File: src/sv/assert_macros.svh
// Assertion macros used by the top level of the decimal text converter.
// Has no dependencies; the bodies are empty when SYNTHESIS is defined.
`ifndef ASSERT_MACROS_SVH
`define ASSERT_MACROS_SVH
`ifndef SYNTHESIS
`define ASSERT_ALWAYS(lbl, clk, rst_n, expr, msg) \
    lbl: assert property (@(posedge clk) disable iff (!rst_n) (expr)) else $error(msg);
`define ASSERT_IMPLIES(lbl, clk, rst_n, ante, cons, msg) \
    lbl: assert property (@(posedge clk) disable iff (!rst_n) (ante) |-> (cons)) else $error(msg);
`define ASSERT_NEXT(lbl, clk, rst_n, ante, cons, msg) \
    lbl: assert property (@(posedge clk) disable iff (!rst_n) (ante) |=> (cons)) else $error(msg);
`else
`define ASSERT_ALWAYS(lbl, clk, rst_n, expr, msg)
`define ASSERT_IMPLIES(lbl, clk, rst_n, ante, cons, msg)
`define ASSERT_NEXT(lbl, clk, rst_n, ante, cons, msg)
`endif
`endif

File: src/sv/ftda_pkg.sv
// Package of the fixed-point to decimal text converter: types and constants.
// Used by the controller, the datapath and the top level. No dependencies.
`timescale 1ns / 1ps
`default_nettype none

package ftda_pkg;

    localparam int VALUE_WIDTH  = 48;
    localparam int CHAR_WIDTH   = 8;
    localparam int PLACES_WIDTH = 3;
    localparam int INT_DIGITS   = 10;
    localparam int DCNT_WIDTH   = 4;
    localparam int LIMIT_WIDTH  = 34;
    localparam logic [LIMIT_WIDTH-1:0] INT_LIMIT = 34'd9999999999;
    localparam logic [PLACES_WIDTH-1:0] PLACES_RESET = 3'd2;

    localparam logic [CHAR_WIDTH-1:0] CHAR_ZERO  = 8'h30;
    localparam logic [CHAR_WIDTH-1:0] CHAR_NINE  = 8'h39;
    localparam logic [CHAR_WIDTH-1:0] CHAR_MINUS = 8'h2D;
    localparam logic [CHAR_WIDTH-1:0] CHAR_POINT = 8'h2E;

    typedef enum logic [2:0] {
        ST_IDLE,
        ST_CONV,
        ST_SKIP,
        ST_SIGN,
        ST_INT,
        ST_POINT,
        ST_FRAC
    } state_t;

    typedef enum logic [1:0] {
        KIND_MINUS,
        KIND_POINT,
        KIND_INT,
        KIND_FRAC
    } char_kind_t;

    typedef struct packed {
        logic       load;
        logic       dabble;
        logic       skip;
        logic       emit;
        char_kind_t kind;
        logic       last;
    } cmd_t;

    typedef struct packed {
        logic slot_free;
        logic neg;
        logic bit_last;
        logic top_zero;
        logic digit_last;
        logic places_zero;
        logic frac_last;
    } status_t;

endpackage

`default_nettype wire

File: src/sv/fixed_to_decimal_ascii.sv
// After a word is accepted, the integer magnitude, saturated to 9999999999, goes through
// shift-add-3 over its SW = min(48 - FRACTION_BITS, 34) low bits. Leading zero digits are
// skipped (one always stays); then a minus sign for a negative value, the integer digits and,
// if places is not zero, the point and places fraction digits are emitted, each one waiting
// while the sink holds a word back. No new word is taken before the final one. Reset (aresetn
// low, synchronous) empties the output, idles the controller and sets fraction_digits to 2.
`timescale 1ns / 1ps
`default_nettype none

`include "assert_macros.svh"

module fixed_to_decimal_ascii #(
    parameter int MAX_FRACTION_DIGITS = 4,
    parameter int FRACTION_BITS       = 16
) (
    input  wire                                 aclk,
    input  wire                                 aresetn,
    input  wire                                 cfg_we,
    input  wire  [ftda_pkg::PLACES_WIDTH-1:0]   cfg_wdata,  // fraction_digits
    input  wire                                 s_tvalid,
    output logic                                s_tready,
    input  wire  [ftda_pkg::VALUE_WIDTH-1:0]    s_tdata,    // value
    output logic                                m_tvalid,
    input  wire                                 m_tready,
    output logic [ftda_pkg::CHAR_WIDTH-1:0]     m_tdata,    // ascii_char
    output logic                                m_tlast
);
    import ftda_pkg::*;

    logic [PLACES_WIDTH-1:0] fraction_digits_reg;
    logic [PLACES_WIDTH-1:0] places;
    cmd_t                    cmd;
    status_t                 status;

    always_ff @(posedge aclk) begin
        if (!aresetn) begin
            fraction_digits_reg <= PLACES_RESET;
        end else if (cfg_we) begin
            fraction_digits_reg <= cfg_wdata;
        end
    end

    assign places = (fraction_digits_reg > PLACES_WIDTH'(MAX_FRACTION_DIGITS))
                    ? PLACES_WIDTH'(MAX_FRACTION_DIGITS) : fraction_digits_reg;

    ftda_ctrl u_ctrl (
        .aclk     (aclk),
        .aresetn  (aresetn),
        .s_tvalid (s_tvalid),
        .s_tready (s_tready),
        .status   (status),
        .cmd      (cmd)
    );

    ftda_datapath #(
        .FRACTION_BITS (FRACTION_BITS)
    ) u_datapath (
        .aclk     (aclk),
        .aresetn  (aresetn),
        .value    (s_tdata),
        .places   (places),
        .cmd      (cmd),
        .m_tready (m_tready),
        .m_tvalid (m_tvalid),
        .m_tdata  (m_tdata),
        .m_tlast  (m_tlast),
        .status   (status)
    );

    `ASSERT_NEXT(a_busy_after_accept, aclk, aresetn, s_tvalid && s_tready, !s_tready, "input accepted while converting")
    `ASSERT_IMPLIES(a_last_is_digit, aclk, aresetn, m_tvalid && m_tlast, (m_tdata >= CHAR_ZERO) && (m_tdata <= CHAR_NINE), "final word is not a digit")
    `ASSERT_IMPLIES(a_minus_not_last, aclk, aresetn, m_tvalid && (m_tdata == CHAR_MINUS), !m_tlast, "minus sign marked as final word")

endmodule

`default_nettype wire

File: src/sv/ftda_ctrl.sv
// Controller of the decimal text converter: sequences conversion and output.
// Depends on ftda_pkg; drives the datapath by commands and reads its status.
`timescale 1ns / 1ps
`default_nettype none

module ftda_ctrl (
    input  wire              aclk,
    input  wire              aresetn,
    input  wire              s_tvalid,
    output logic             s_tready,
    input  ftda_pkg::status_t status,
    output ftda_pkg::cmd_t   cmd
);
    import ftda_pkg::*;

    state_t state_reg;
    state_t state_next;

    always_ff @(posedge aclk) begin
        if (!aresetn) begin
            state_reg <= ST_IDLE;
        end else begin
            state_reg <= state_next;
        end
    end

    always_comb begin
        state_next = state_reg;
        cmd        = '0;
        cmd.kind   = KIND_INT;
        s_tready   = 1'b0;
        unique case (state_reg)
            ST_IDLE: begin
                s_tready = 1'b1;
                if (s_tvalid) begin
                    cmd.load   = 1'b1;
                    state_next = ST_CONV;
                end
            end
            ST_CONV: begin
                cmd.dabble = 1'b1;
                if (status.bit_last) begin
                    state_next = ST_SKIP;
                end
            end
            ST_SKIP: begin
                priority if (status.top_zero && !status.digit_last) begin
                    cmd.skip = 1'b1;
                end else if (status.neg) begin
                    state_next = ST_SIGN;
                end else begin
                    state_next = ST_INT;
                end
            end
            ST_SIGN: begin
                cmd.kind = KIND_MINUS;
                if (status.slot_free) begin
                    cmd.emit   = 1'b1;
                    state_next = ST_INT;
                end
            end
            ST_INT: begin
                cmd.kind = KIND_INT;
                cmd.last = status.places_zero && status.digit_last;
                if (status.slot_free) begin
                    cmd.emit = 1'b1;
                    if (status.digit_last) begin
                        state_next = status.places_zero ? ST_IDLE : ST_POINT;
                    end
                end
            end
            ST_POINT: begin
                cmd.kind = KIND_POINT;
                if (status.slot_free) begin
                    cmd.emit   = 1'b1;
                    state_next = ST_FRAC;
                end
            end
            ST_FRAC: begin
                cmd.kind = KIND_FRAC;
                cmd.last = status.frac_last;
                if (status.slot_free) begin
                    cmd.emit = 1'b1;
                    if (status.frac_last) begin
                        state_next = ST_IDLE;
                    end
                end
            end
            default: begin
                state_next = ST_IDLE;
            end
        endcase
    end

endmodule

`default_nettype wire

File: src/sv/ftda_datapath.sv
// Datapath of the decimal text converter: magnitude, BCD shift-add-3 unit,
// fraction digit unit and output word register. Depends on ftda_pkg.
`timescale 1ns / 1ps
`default_nettype none

module ftda_datapath #(
    parameter int FRACTION_BITS = 16
) (
    input  wire                                       aclk,
    input  wire                                       aresetn,
    input  wire  [ftda_pkg::VALUE_WIDTH-1:0]          value,
    input  wire  [ftda_pkg::PLACES_WIDTH-1:0]         places,
    input  ftda_pkg::cmd_t                            cmd,
    input  wire                                       m_tready,
    output logic                                      m_tvalid,
    output logic [ftda_pkg::CHAR_WIDTH-1:0]           m_tdata,
    output logic                                      m_tlast,
    output ftda_pkg::status_t                         status
);
    import ftda_pkg::*;

    localparam int IW = VALUE_WIDTH - FRACTION_BITS;
    localparam int CW = (IW > LIMIT_WIDTH) ? IW : LIMIT_WIDTH;
    localparam int SW = (IW < LIMIT_WIDTH) ? IW : LIMIT_WIDTH;
    localparam int BW = $clog2(SW + 1);
    localparam int BCD_WIDTH = 4 * INT_DIGITS;

    logic [VALUE_WIDTH-1:0]      mag;
    logic [CW-1:0]               ipart_ext;
    logic [CW-1:0]               ipart_sat;
    logic [BCD_WIDTH-1:0]        bcd_adj;
    logic [FRACTION_BITS+3:0]    frac_x10;

    logic                        neg_reg;
    logic [SW-1:0]               ibits_reg;
    logic [BW-1:0]               bcnt_reg;
    logic [BCD_WIDTH-1:0]        bcd_reg;
    logic [DCNT_WIDTH-1:0]       dcnt_reg;
    logic [FRACTION_BITS-1:0]    frac_reg;
    logic [PLACES_WIDTH-1:0]     fcnt_reg;
    logic                        out_valid_reg;
    logic [CHAR_WIDTH-1:0]       out_char_reg;
    logic                        out_last_reg;

    assign mag       = value[VALUE_WIDTH-1] ? (~value + 1'b1) : value;
    assign ipart_ext = CW'(mag[VALUE_WIDTH-1:FRACTION_BITS]);
    assign ipart_sat = (ipart_ext > CW'(INT_LIMIT)) ? CW'(INT_LIMIT) : ipart_ext;
    assign frac_x10  = ({4'b0000, frac_reg} << 3) + ({4'b0000, frac_reg} << 1);

    always_comb begin
        bcd_adj = bcd_reg;
        for (int i = 0; i < INT_DIGITS; i++) begin
            if (bcd_reg[4*i +: 4] >= 4'd5) begin
                bcd_adj[4*i +: 4] = bcd_reg[4*i +: 4] + 4'd3;
            end
        end
    end

    always_ff @(posedge aclk) begin
        if (cmd.load) begin
            neg_reg   <= value[VALUE_WIDTH-1];
            ibits_reg <= ipart_sat[SW-1:0];
            bcnt_reg  <= BW'(SW);
            bcd_reg   <= '0;
            dcnt_reg  <= DCNT_WIDTH'(INT_DIGITS);
            frac_reg  <= mag[FRACTION_BITS-1:0];
            fcnt_reg  <= places;
        end
        if (cmd.dabble) begin
            bcd_reg   <= {bcd_adj[BCD_WIDTH-2:0], ibits_reg[SW-1]};
            ibits_reg <= {ibits_reg[SW-2:0], 1'b0};
            bcnt_reg  <= bcnt_reg - 1'b1;
        end
        if (cmd.skip || (cmd.emit && cmd.kind == KIND_INT)) begin
            bcd_reg  <= {bcd_reg[BCD_WIDTH-5:0], 4'b0000};
            dcnt_reg <= dcnt_reg - 1'b1;
        end
        if (cmd.emit && cmd.kind == KIND_FRAC) begin
            frac_reg <= frac_x10[FRACTION_BITS-1:0];
            fcnt_reg <= fcnt_reg - 1'b1;
        end
    end

    always_ff @(posedge aclk) begin
        if (!aresetn) begin
            out_valid_reg <= 1'b0;
        end else if (cmd.emit) begin
            out_valid_reg <= 1'b1;
        end else if (m_tready) begin
            out_valid_reg <= 1'b0;
        end
    end

    always_ff @(posedge aclk) begin
        if (cmd.emit) begin
            out_last_reg <= cmd.last;
            unique case (cmd.kind)
                KIND_MINUS: out_char_reg <= CHAR_MINUS;
                KIND_POINT: out_char_reg <= CHAR_POINT;
                KIND_INT:   out_char_reg <= CHAR_ZERO + {4'b0000, bcd_reg[BCD_WIDTH-1 -: 4]};
                KIND_FRAC:  out_char_reg <= CHAR_ZERO
                                            + {4'b0000, frac_x10[FRACTION_BITS+3:FRACTION_BITS]};
                default:    out_char_reg <= CHAR_ZERO;
            endcase
        end
    end

    assign m_tvalid = out_valid_reg;
    assign m_tdata  = out_char_reg;
    assign m_tlast  = out_last_reg;

    assign status.slot_free   = !out_valid_reg || m_tready;
    assign status.neg         = neg_reg;
    assign status.bit_last    = (bcnt_reg == BW'(1));
    assign status.top_zero    = (bcd_reg[BCD_WIDTH-1 -: 4] == 4'd0);
    assign status.digit_last  = (dcnt_reg == DCNT_WIDTH'(1));
    assign status.places_zero = (fcnt_reg == '0);
    assign status.frac_last   = (fcnt_reg == PLACES_WIDTH'(1));

endmodule

`default_nettype wire
File: config.mk
export PLATFORM = sky130hd
export DESIGN_NAME = fixed_to_decimal_ascii
export DESIGN_NICKNAME = d
export VERILOG_FILES = /design/src/sv/ftda_pkg.sv /design/src/sv/fixed_to_decimal_ascii.sv /design/src/sv/ftda_ctrl.sv /design/src/sv/ftda_datapath.sv
export VERILOG_INCLUDE_DIRS = /design/src /design/src/sv
export SDC_FILE = /design/constraint.sdc
export NUM_CORES = 1
export LEC_CHECK = 0
export BUFFER_PORTS_ARGS = -buffer_cell sky130_fd_sc_hd__buf_2
export CAP_MARGIN = 20
export CORE_MARGIN = 2
export CORE_UTILIZATION = 55
export DETAILED_ROUTE_END_ITERATION = 16
export PLACE_DENSITY = 0.74
export SLEW_MARGIN = 20
export SYNTH_ARGS = -nofsm -noshare
export SYNTH_HDL_FRONTEND = slang
export SYNTH_SLANG_ARGS = --single-unit
File: constraint.sdc
create_clock -name aclk -period 3.6 [get_ports aclk]
set_input_delay 0.36 -clock aclk [delete_from_list [all_inputs] [get_ports aclk]]
set_output_delay 0.36 -clock aclk [all_outputs]
set_load 0.01 [all_outputs]
After elaboration in Yosys (flattened, before gate mapping):

Index checks and enable logic that the tools add are counted.

* input bits: 56
* output and inout bits: 11
* logic and storage cells: 133
* bits in registers: 118

* eq/ne operators: 21
* muxes and demuxes: 50
* bitwise operators: 1
* $add $sub $neg: 17
* $lt $le $gt $ge: 12
* reductions and logical operators: 18

Operator list (count)
* $mux 40: 3
* $mux 32: 3
* $add 48x1->48 const B: 1
* $mux 48: 1
* $not 48->48: 1
* $mux 3: 15
* $mux 4: 11
* $ge 4x3->1 const B: 10
* $add 4x2->4 const B: 9
* $gt 32x34->1 const B: 1
* $mux 16: 2
* $pmux 8 s4: 1
* $pmux 3 s7: 1
* $add 19x17->20: 1
* $add 6x4->7 const A: 2
* $ne 2x2->1 const B: 7
* $mux 6: 2
* $pmux 3 s4: 1
* $eq 3x3->1 const B: 3
* $mux 1: 9
* $reduce_and 9->1: 1
* $reduce_bool 2->1: 4
* $eq 3x1->1 const B: 2
* $eq 3x2->1 const B: 2
* 18 further kinds: 26

Depth between registers and ports, before layout:

Gate-level depths: netlist of run 1.

* depth in word-level cells: 8
* gate-level depth with buffers: 9
* depth with buffers taken out: 9

By module:

Synthesis of run 1 repeated with hierarchy kept, for this count alone.

* cell total of the unflattened synthesis: 826
* area total of the unflattened synthesis: 7768.7 µm²

By module, submodules not included
* ftda_datapath: instances 1, sequential area each 3213.1 µm², cells each 760, area an instance 7273.2 µm²
* ftda_ctrl: instances 1, sequential area each 60.1 µm², cells each 54, area an instance 372.9 µm²
* fixed_to_decimal_ascii: instances 1, sequential area each 60.1 µm², cells each 12, area an instance 122.6 µm²

Worst setup path after synthesis of run 1:

OpenSTA, ideal clock, no wires.

* path kind: register -> register
* from: reg u_datapath.dcnt_reg[0]
* to: reg u_datapath.bcd_reg[10], enable pin
* stages on the path, launching flop included: 8
* data arrival time: 2.622 ns
* setup time: 0.391 ns
* slack: 0.588 ns
* cell sequence: edfxtp_1 -> ha_1 -> nor3b_1 -> nor4b_1 -> a22oi_1 -> o21ai_0 -> nor2_1 -> inv_1

* cells in the longest elaborated chain, start to end: 7

Ends and longest elaborated chain
* from (decl): RTL line ftda_datapath.sv:38 `logic [DCNT_WIDTH-1:0] dcnt_reg;`
* from (signal assigned): RTL line ftda_datapath.sv:65 `dcnt_reg <= DCNT_WIDTH'(INT_DIGITS);`
* from (signal assigned): RTL line ftda_datapath.sv:76 `dcnt_reg <= dcnt_reg - 1'b1;`
* $eq 4x1->1: RTL line ftda_datapath.sv:116 `assign status.digit_last = (dcnt_reg == DCNT_WIDTH'(1));`
* $logic_not 1->1: RTL line ftda_ctrl.sv:47 `priority if (status.top_zero && !status.digit_last) begin`
* $logic_and 1x1->1: RTL line ftda_ctrl.sv:47
* $mux 1: RTL line ftda_ctrl.sv:47
* $mux 1: RTL line ftda_ctrl.sv:32 `unique case (state_reg)`
* $logic_or 1x1->1: RTL line ftda_datapath.sv:74 `if (cmd.skip || (cmd.emit && cmd.kind == KIND_INT)) begin`
* $reduce_bool 3->1 (no source line)
* to (signal assigned): RTL line ftda_datapath.sv:70 `bcd_reg <= {bcd_adj[BCD_WIDTH-2:0], ibits_reg[SW-1]};`
* to (signal assigned): RTL line ftda_datapath.sv:75 `bcd_reg <= {bcd_reg[BCD_WIDTH-5:0], 4'b0000};`
* to (decl): RTL line ftda_datapath.sv:37 `logic [BCD_WIDTH-1:0] bcd_reg;`

Every way passes these cells.
A chain may end at the register's enable or synchronous reset.

Worst setup path in the final report of run 1:

* from: reg u_datapath.dcnt_reg[1]
* to: reg u_datapath.bcd_reg[38], enable pin

Same word-level chain as after synthesis.

==> out/qor.txt, run 1 <==
run status: finished clean
worst slew pin tran: 0.784 ns
area growth from synthesis to layout: 14.0%
count of vias placed by the detailed router: 6227
post-synthesis register bit count: 115
number of endpoints failing setup at the final stage: 0
maximum clock rate: 0.336 GHz
unrepaired setup endpoints after global routing: false
number of antenna violations at the first check in global routing: 0
total buffers and inverters traversed by the critical path: 4
reg-to-reg startpoint: u_datapath.dcnt_reg[1]
worst supply voltage drop on vdd: 0.437 mV
yosys warns: 0
root buffer cell: sky130_fd_sc_hd__clkbuf_16
Synth Cell Area: 7650 µm²
type of destination of the critical path: register
Max H-tree Level: 4
switching component of the power: 2.50 mW
worst-case clock buffer depth: 2
syn_area_per_cell: 9.38 µm²
Port Buf Inserts: 63
TNS Setup: 0 ns
design internal power: 4.22 mW
Avg WL per Cell: 15.6 µm
max reg flops: 40
count of flip-flops with a built-in enable after synthesis: 103
cell with the biggest individual delay on the critical path: sky130_fd_sc_hd__nor3b_1
number of nets still failing antenna checks after routing: 0
proportion of power drawn by flip-flops and latches: 39.3%
final clock period utilization by the worst path: 82.7%
maximum number of pins on one net before global-route repair: 49
instance count of the mapped netlist: 815
Final min period: 2.98 ns
gr ovfl total: 0
worst skew pair latency: 0.41 ns
vias in the first global route: 5941
wire length of the first global-routing pass: 28200 µm
data arrival time at the worst-slack endpoint: 3.09 ns
Total Nets Final: 977
total inserted antenna cells: 0
PostCTS Resize Cnt: 0
Async SR Flop Fraction: 0%
worst clock skew: 0.00797 ns
routability congestion estimate: 0.881
number of clock buffers inserted by TritonCTS: 17
Initial DRC Count: 589
layout cell share with drive strength beyond 1: 13.6%
Top Family by Delay on Critical Path: simple AND/OR/NAND/NOR gates
DRC violation count after routing: 0
Global Route Usage Sum: 23.9%
Post-DP HPWL: 11900 µm
Sink Count: 115
clock tree from TritonCTS: yes
data required time at the worst endpoint: 3.71 ns
standby leakage power: 3.29 nW
horizontal die dimension: 122 µm
critical path class: register to register
number of distinct library cells after synthesis: 58
share of the yosys chip area belonging to registers: 43.6%
Hold-fix buffers, CTS: 0
total power per unit cell area: 772 nW/µm²
startpoint kind of the worst setup timing path: register
destination of the worst register-to-register timing path: u_datapath.bcd_reg[38]
FF-to-FF path depth: 10
Primary FF master, synth: sky130_fd_sc_hd__edfxtp_1
count of fill cells added during filler insertion: 1139
depth of the critical timing path with buffers and inverters included: 10
Max-Slew Margin vs Limit: 47.8%
cell breakdown of the critical path: inv_1 > ha_1 > nor3b_1 > nor4b_1 > a22oi_1 > o21ai_0 > buf_4 > nor2_1 > inv_1 > buf_4
hold crit path type: input pin to register
setup fix buffers added after clock tree synthesis: 0
Initial DRT Pass Iterations: 6
clock-pin slew of the registers on the worst-case setup and hold paths: 0.05 ns
worst setup path startpoint: u_datapath.dcnt_reg[1]
Cell Rows: 43
Net Sw Frac: 37.2%
minimum setup slack among reg-to-reg paths: 0.62 ns
via-per-instance ratio: 5.82
max-cap check violation count: 0
# IOs: 67
wirelength, routed: 16700 µm
Vert. Die Dim: 122 µm
starting density of the core: 55.7%
final hold violations: 0
Power Total: 6.72 mW
Max stage delay on crit path: 0.50 ns
part of the total power dissipated in the clock network: 23.7%
die footprint: 14900 µm²
count of final max-slew check failures: 0
placeable core region: 13700 µm²
last element of the critical path: u_datapath.bcd_reg[38]
maximum fanout along the worst path: 36
Combinational Power Share: 36.9%
-- placed cells by master, fill, tap and decap left out, drive strengths merged, types with 7 or more instances in the layout --
master  netlist  layout
nand3        10      10
ha           43      43
nor3b        19      19
o41ai        10      10
nor3         11      11
o21ai       116     116
clkbuf       25      20
xnor2        30      30
edfxtp      103     103
mux2i         9       9
xor2         42      42
nor2         42      42
a21o          9       9
dfxtp        12      12
clkinv        1       9
nand2b       16      16
inv          37      37
or3           9       9
a21oi        61      61
buf           8      75
or4           7       7
o31ai        19      19
nor2b         8       8
nand2       102     102
-- power groups by stage --
| stage | clock, mW | combinational (mW) | sequential [mW] |
|---|---|---|---|
| 6_report | 1.60 | 2.48 | 2.65 |
| 5_1_grt | 1.68 | 2.83 | 2.73 |
| 3_5_place_dp | 0 | 2.45 | 2.65 |
| 2_1_floorplan | 0 | 1.90 | 2.52 |
| 4_1_cts | 1.61 | 2.48 | 2.64 |
| 3_3_place_gp | 0 | 2.34 | 2.62 |
-- layer usage --
layer  track usage [%]  part of all wire (%)  vias up  wire length, µm
li1                  -                     -     3094                -
met1              33.3                    47     2911             7890
met2              37.5                    46      198             7700
met3              4.63                   5.5       24              929
met4              7.83                   1.3        0              226
met5                 0                     0        -                0
-- worst min-delay path: cells and delay by family --
family / cells / cell delay [ns]
and+or+nand+nor: 1 / 0.06
buffers and inverters: 1 / 0.08
muxes: 1 / 0.06
-- worst min-delay path by stage --
| stage | from | to | slack (ns) | depth (start not counted) |
|---|---|---|---|---|
| 2_1_floorplan | aresetn | fraction_digits_reg[1] | 0.42 | 1 |
| 3_3_place_gp | u_datapath.ibits_reg[31] | u_datapath.bcd_reg[0] | 0.45 | 1 |
| 3_5_place_dp | u_datapath.ibits_reg[31] | u_datapath.bcd_reg[0] | 0.47 | 1 |
| 4_1_cts | cfg_wdata[1] | fraction_digits_reg[1] | 0.16 | 3 |
| 5_1_grt | aresetn | fraction_digits_reg[1] | 0.20 | 2 |
| 6_report | cfg_wdata[1] | fraction_digits_reg[1] | 0.18 | 3 |
-- logic make-up (layout without fill, tap and decap cells) --
kind of cell / Yosys count / in the layout / synth area share [%]
buf+inv: 71 / 145 / 3.63
flops: 115 / 115 / 43.6
fa+ha+maj: 44 / 44 / 7.30
other cells: 2 / 3 / 0.0982
mux: 10 / 10 / 1.33
simple gates: 251 / 251 / 16.5
xor+xnor: 72 / 72 / 8.25
compound gates: 250 / 250 / 19.3
-- through the flow --
stage	area (µm²)	util (%)	instances	setup WS [ns]	hold WS, ns
floorplan	7650	-	816	0.588	0.422
global placement	8150	59.4	1038	0.703	0.446
detailed placement	8150	59.4	1038	0.665	0.468
CTS	8710	63.5	1070	0.660	0.165
global route	8710	63.5	1070	0.417	0.197
finish	8710	63.5	1070	0.622	0.181
-- cell usage after synthesis, drive strengths merged, types with 19 or more instances --
library cell | n | area share (%)
xnor2 | 30 | 3.4
edfxtp | 103 | 40
nand2 | 102 | 5.0
nor3b | 19 | 1.9
inv | 37 | 1.8
a21oi | 61 | 4.0
nor2 | 42 | 2.1
ha | 43 | 7.0
o31ai | 19 | 1.9
xor2 | 42 | 4.8
clkbuf | 25 | 1.2
o21ai | 116 | 7.6
-- area by class of cell --
cell class | count | area (µm²) | share of cell area, %
Inverter | 38 | 143 | 1.64
Multi-Input combinational cell | 630 | 4050 | 46.4
Clock inverter | 12 | 114 | 1.31
Clock buffer | 20 | 447 | 5.13
Tap cell | 180 | 225 | 2.58
Sequential cell | 115 | 3330 | 38.3
Timing Repair Buffer | 75 | 405 | 4.65
No activity file was read; power rests on OpenSTA's default activity.
==> run 2: changes to the inputs <==
==> constraint.sdc (replaced) <==
create_clock -name aclk -period 2.8 [get_ports aclk]
set_input_delay 0.28 -clock aclk [delete_from_list [all_inputs] [get_ports aclk]]
set_output_delay 0.28 -clock aclk [all_outputs]
set_load 0.01 [all_outputs]
==> run 2 against run 1 <==
Effect of this change: hold slack worse by 0.089 ns; non-clock buffer count up 7; routed wire length rose by 1.9%; first-iteration DRC count up 26%; utilization increased by 1.2 points; global-route usage increased by 0.54 points; worst setup slack got worse by 0.43 ns; sequential power up 27%; final cell count increased by 0.65%; register-to-register slack got worse by 0.43 ns.
==> out/qor.txt, run 2 (synthesis results as in run 1) <==
unrepaired setup endpoints after global routing: false
most used cells in the layout excluding fill and tap cells: 111 x sky130_fd_sc_hd__o21ai_0, 103 x sky130_fd_sc_hd__edfxtp_1, 102 x sky130_fd_sc_hd__nand2_1
area growth from synthesis to layout: 16.2%
count of final max-slew check failures: 0 (unchanged)
wirelength, routed: 17100 µm (+1.9%)
worst supply voltage drop on vdd: 0.557 mV (+28%)
final clock period utilization by the worst path: 93.0% (+10 points)
cell with the biggest individual delay on the critical path: sky130_fd_sc_hd__fa_1
maximum clock rate: 0.384 GHz (+14%)
max reg flops: 40 (unchanged)
Initial DRT Pass Iterations: 7 (+1)
number of endpoints failing setup at the final stage: 0 (unchanged)
total inserted antenna cells: 0 (unchanged)
Post-Place Setup Slack: 0.110 ns (-0.555 ns)
routability congestion estimate: 0.873 (-0.99%)
total power per unit cell area: 1010 nW/µm² (+30%)
final hold violations: 0 (unchanged)
Port Buf Inserts: 63 (unchanged)
via-per-instance ratio: 5.96 (+2.5%)
number of nets still failing antenna checks after routing: 0 (unchanged)
type of destination of the critical path: register
Total Nets Final: 984 (+0.72%)
horizontal die dimension: 122 µm (unchanged)
maximum fanout along the worst path: 3 (-92%)
run status: finished clean
Vert. Die Dim: 122 µm (unchanged)
startpoint kind of the worst setup timing path: register
maximum number of pins on one net before global-route repair: 49 (unchanged)
# IOs: 67 (unchanged)
hold crit path type: input pin to register
crit path setup slack, layout: 0.195 ns (-0.428 ns)
data required time at the worst endpoint: 2.97 ns (-0.74 ns)
number of antenna violations at the first check in global routing: 0 (unchanged)
standby leakage power: 3.36 nW (+2.1%)
Max stage delay on crit path: 0.47 ns (-0.03 ns)
TNS Setup: 0 ns (unchanged)
Avg WL per Cell: 15.8 µm (+1.2%)
gr ovfl total: 0 (unchanged)
Sink Count: 115 (unchanged)
worst clock skew: 0.00505 ns (-0.00291 ns)
Max H-tree Level: 4 (unchanged)
worst-case clock buffer depth: 2 (unchanged)
critical path class: register to register
DRC violation count after routing: 0 (unchanged)
Initial DRC Count: 741 (+26%)
data arrival time at the worst-slack endpoint: 2.78 ns (-0.31 ns)
die footprint: 14900 µm² (unchanged)
commonest non-fill, non-tap cell in the layout: sky130_fd_sc_hd__o21ai_0
max-cap check violation count: 0 (unchanged)
Cell Rows: 43 (unchanged)
Post-DP HPWL: 12000 µm (+1.2%)
setup fix buffers added after clock tree synthesis: 0 (unchanged)
number of clock buffers inserted by TritonCTS: 17 (unchanged)
Hold-fix buffers, CTS: 0 (unchanged)
clock tree from TritonCTS: yes
placeable core region: 13700 µm² (unchanged)
count of fill cells added during filler insertion: 1092 (-4.1%)
layout cell share with drive strength beyond 1: 14.9% (+1.3 points)
vias in the first global route: 6193 (+4.2%)
count of vias placed by the detailed router: 6423 (+3.1%)
PostCTS Resize Cnt: 0 (unchanged)
root buffer cell: sky130_fd_sc_hd__clkbuf_16
clock-pin slew of the registers on the worst-case setup and hold paths: 0.05 ns (about the same)
starting density of the core: 55.7% (unchanged)
Final min period: 2.61 ns (-0.372 ns)
worst skew pair latency: 0.42 ns (about the same)
Global Route Usage Sum: 24.4% (+0.54 points)
cell breakdown of the critical path: ha_1 > inv_1 > fa_1 > nor2b_2 > o31ai_1 > a211oi_1 > o21ai_1 > o311a_1 > and2_1
wire length of the first global-routing pass: 29000 µm (+2.5%)
## run 2: changes by cell type in the layout (fill, tap and decap cells not counted), sizes merged
| cell | before | now |
|---|---|---|
| bufinv | 2 | 4 |
| clkinvlp | 2 | 4 |
| inv | 37 | 36 |
| buf | 75 | 82 |
| clkbuf | 20 | 17 |
## run 2: worst paths after layout
kind	startpoint	endpoint	slack, ns	depth (start not counted)
worst max-delay path	u_datapath.frac_reg[2]	u_datapath.frac_reg[15]	0.19	9
worst min-delay path	cfg_wdata[1]	fraction_digits_reg[1]	0.09	3
worst min register to register	fraction_digits_reg[1]	fraction_digits_reg[1]	0.49	2
worst max register to register	u_datapath.frac_reg[2]	u_datapath.frac_reg[15]	0.19	9
## run 2: layer usage
metal / up-vias / GRT usage, % / wire, µm
met5: - / 0 / 0
met4: 0 / 8.48 / 308
met3: 32 / 4.45 / 1120
met2: 259 / 39.1 / 7980
met1: 3026 / 33.5 / 7650
li1: 3106 / - / -
## run 2: critical path: cells and delay by family, from the launching register on
| family | cells | cell delay [ns] |
|---|---|---|
| buffers and inverters | 1 | 0.07 |
| AND/OR/NAND/NOR | 2 | 0.34 |
| AO/OA/AOI/OAI | 4 | 0.92 |
| adder cells (fa/ha/maj) | 2 | 0.66 |
| flip-flops | 1 | 0.36 |
## run 2: report_power, final
group,internal [mW],leakage (nW),switching [mW]
sequential,2.85,1.12,0.517
clock,1.48,0.298,0.768
combinational,1.34,1.94,1.99
total,5.67,3.36,3.28
## run 2: layout make-up
type | instances | area, µm² | area share [%]
Inverter | 38 | 146 | 1.65
Clock inverter | 15 | 190 | 2.14
Tap cell | 180 | 225 | 2.54
Clock buffer | 17 | 425 | 4.79
Multi-Input combinational cell | 630 | 4060 | 45.6
Sequential cell | 115 | 3330 | 37.5
Timing Repair Buffer | 82 | 508 | 5.72
## run 2: per-stage QoR
step	hold WS, ns	cell area (µm²)	std cells	util [%]	power (mW)
2_1_floorplan	0.342	7650	816	-	5.68
3_3_place_gp	0.450	8260	1045	60.2	6.45
3_5_place_dp	0.468	8260	1045	60.2	6.66
4_1_cts	0.0875	8870	1077	64.7	8.94
5_1_grt	0.0943	8880	1077	64.8	9.59
6_report	0.0918	8880	1077	64.8	8.94
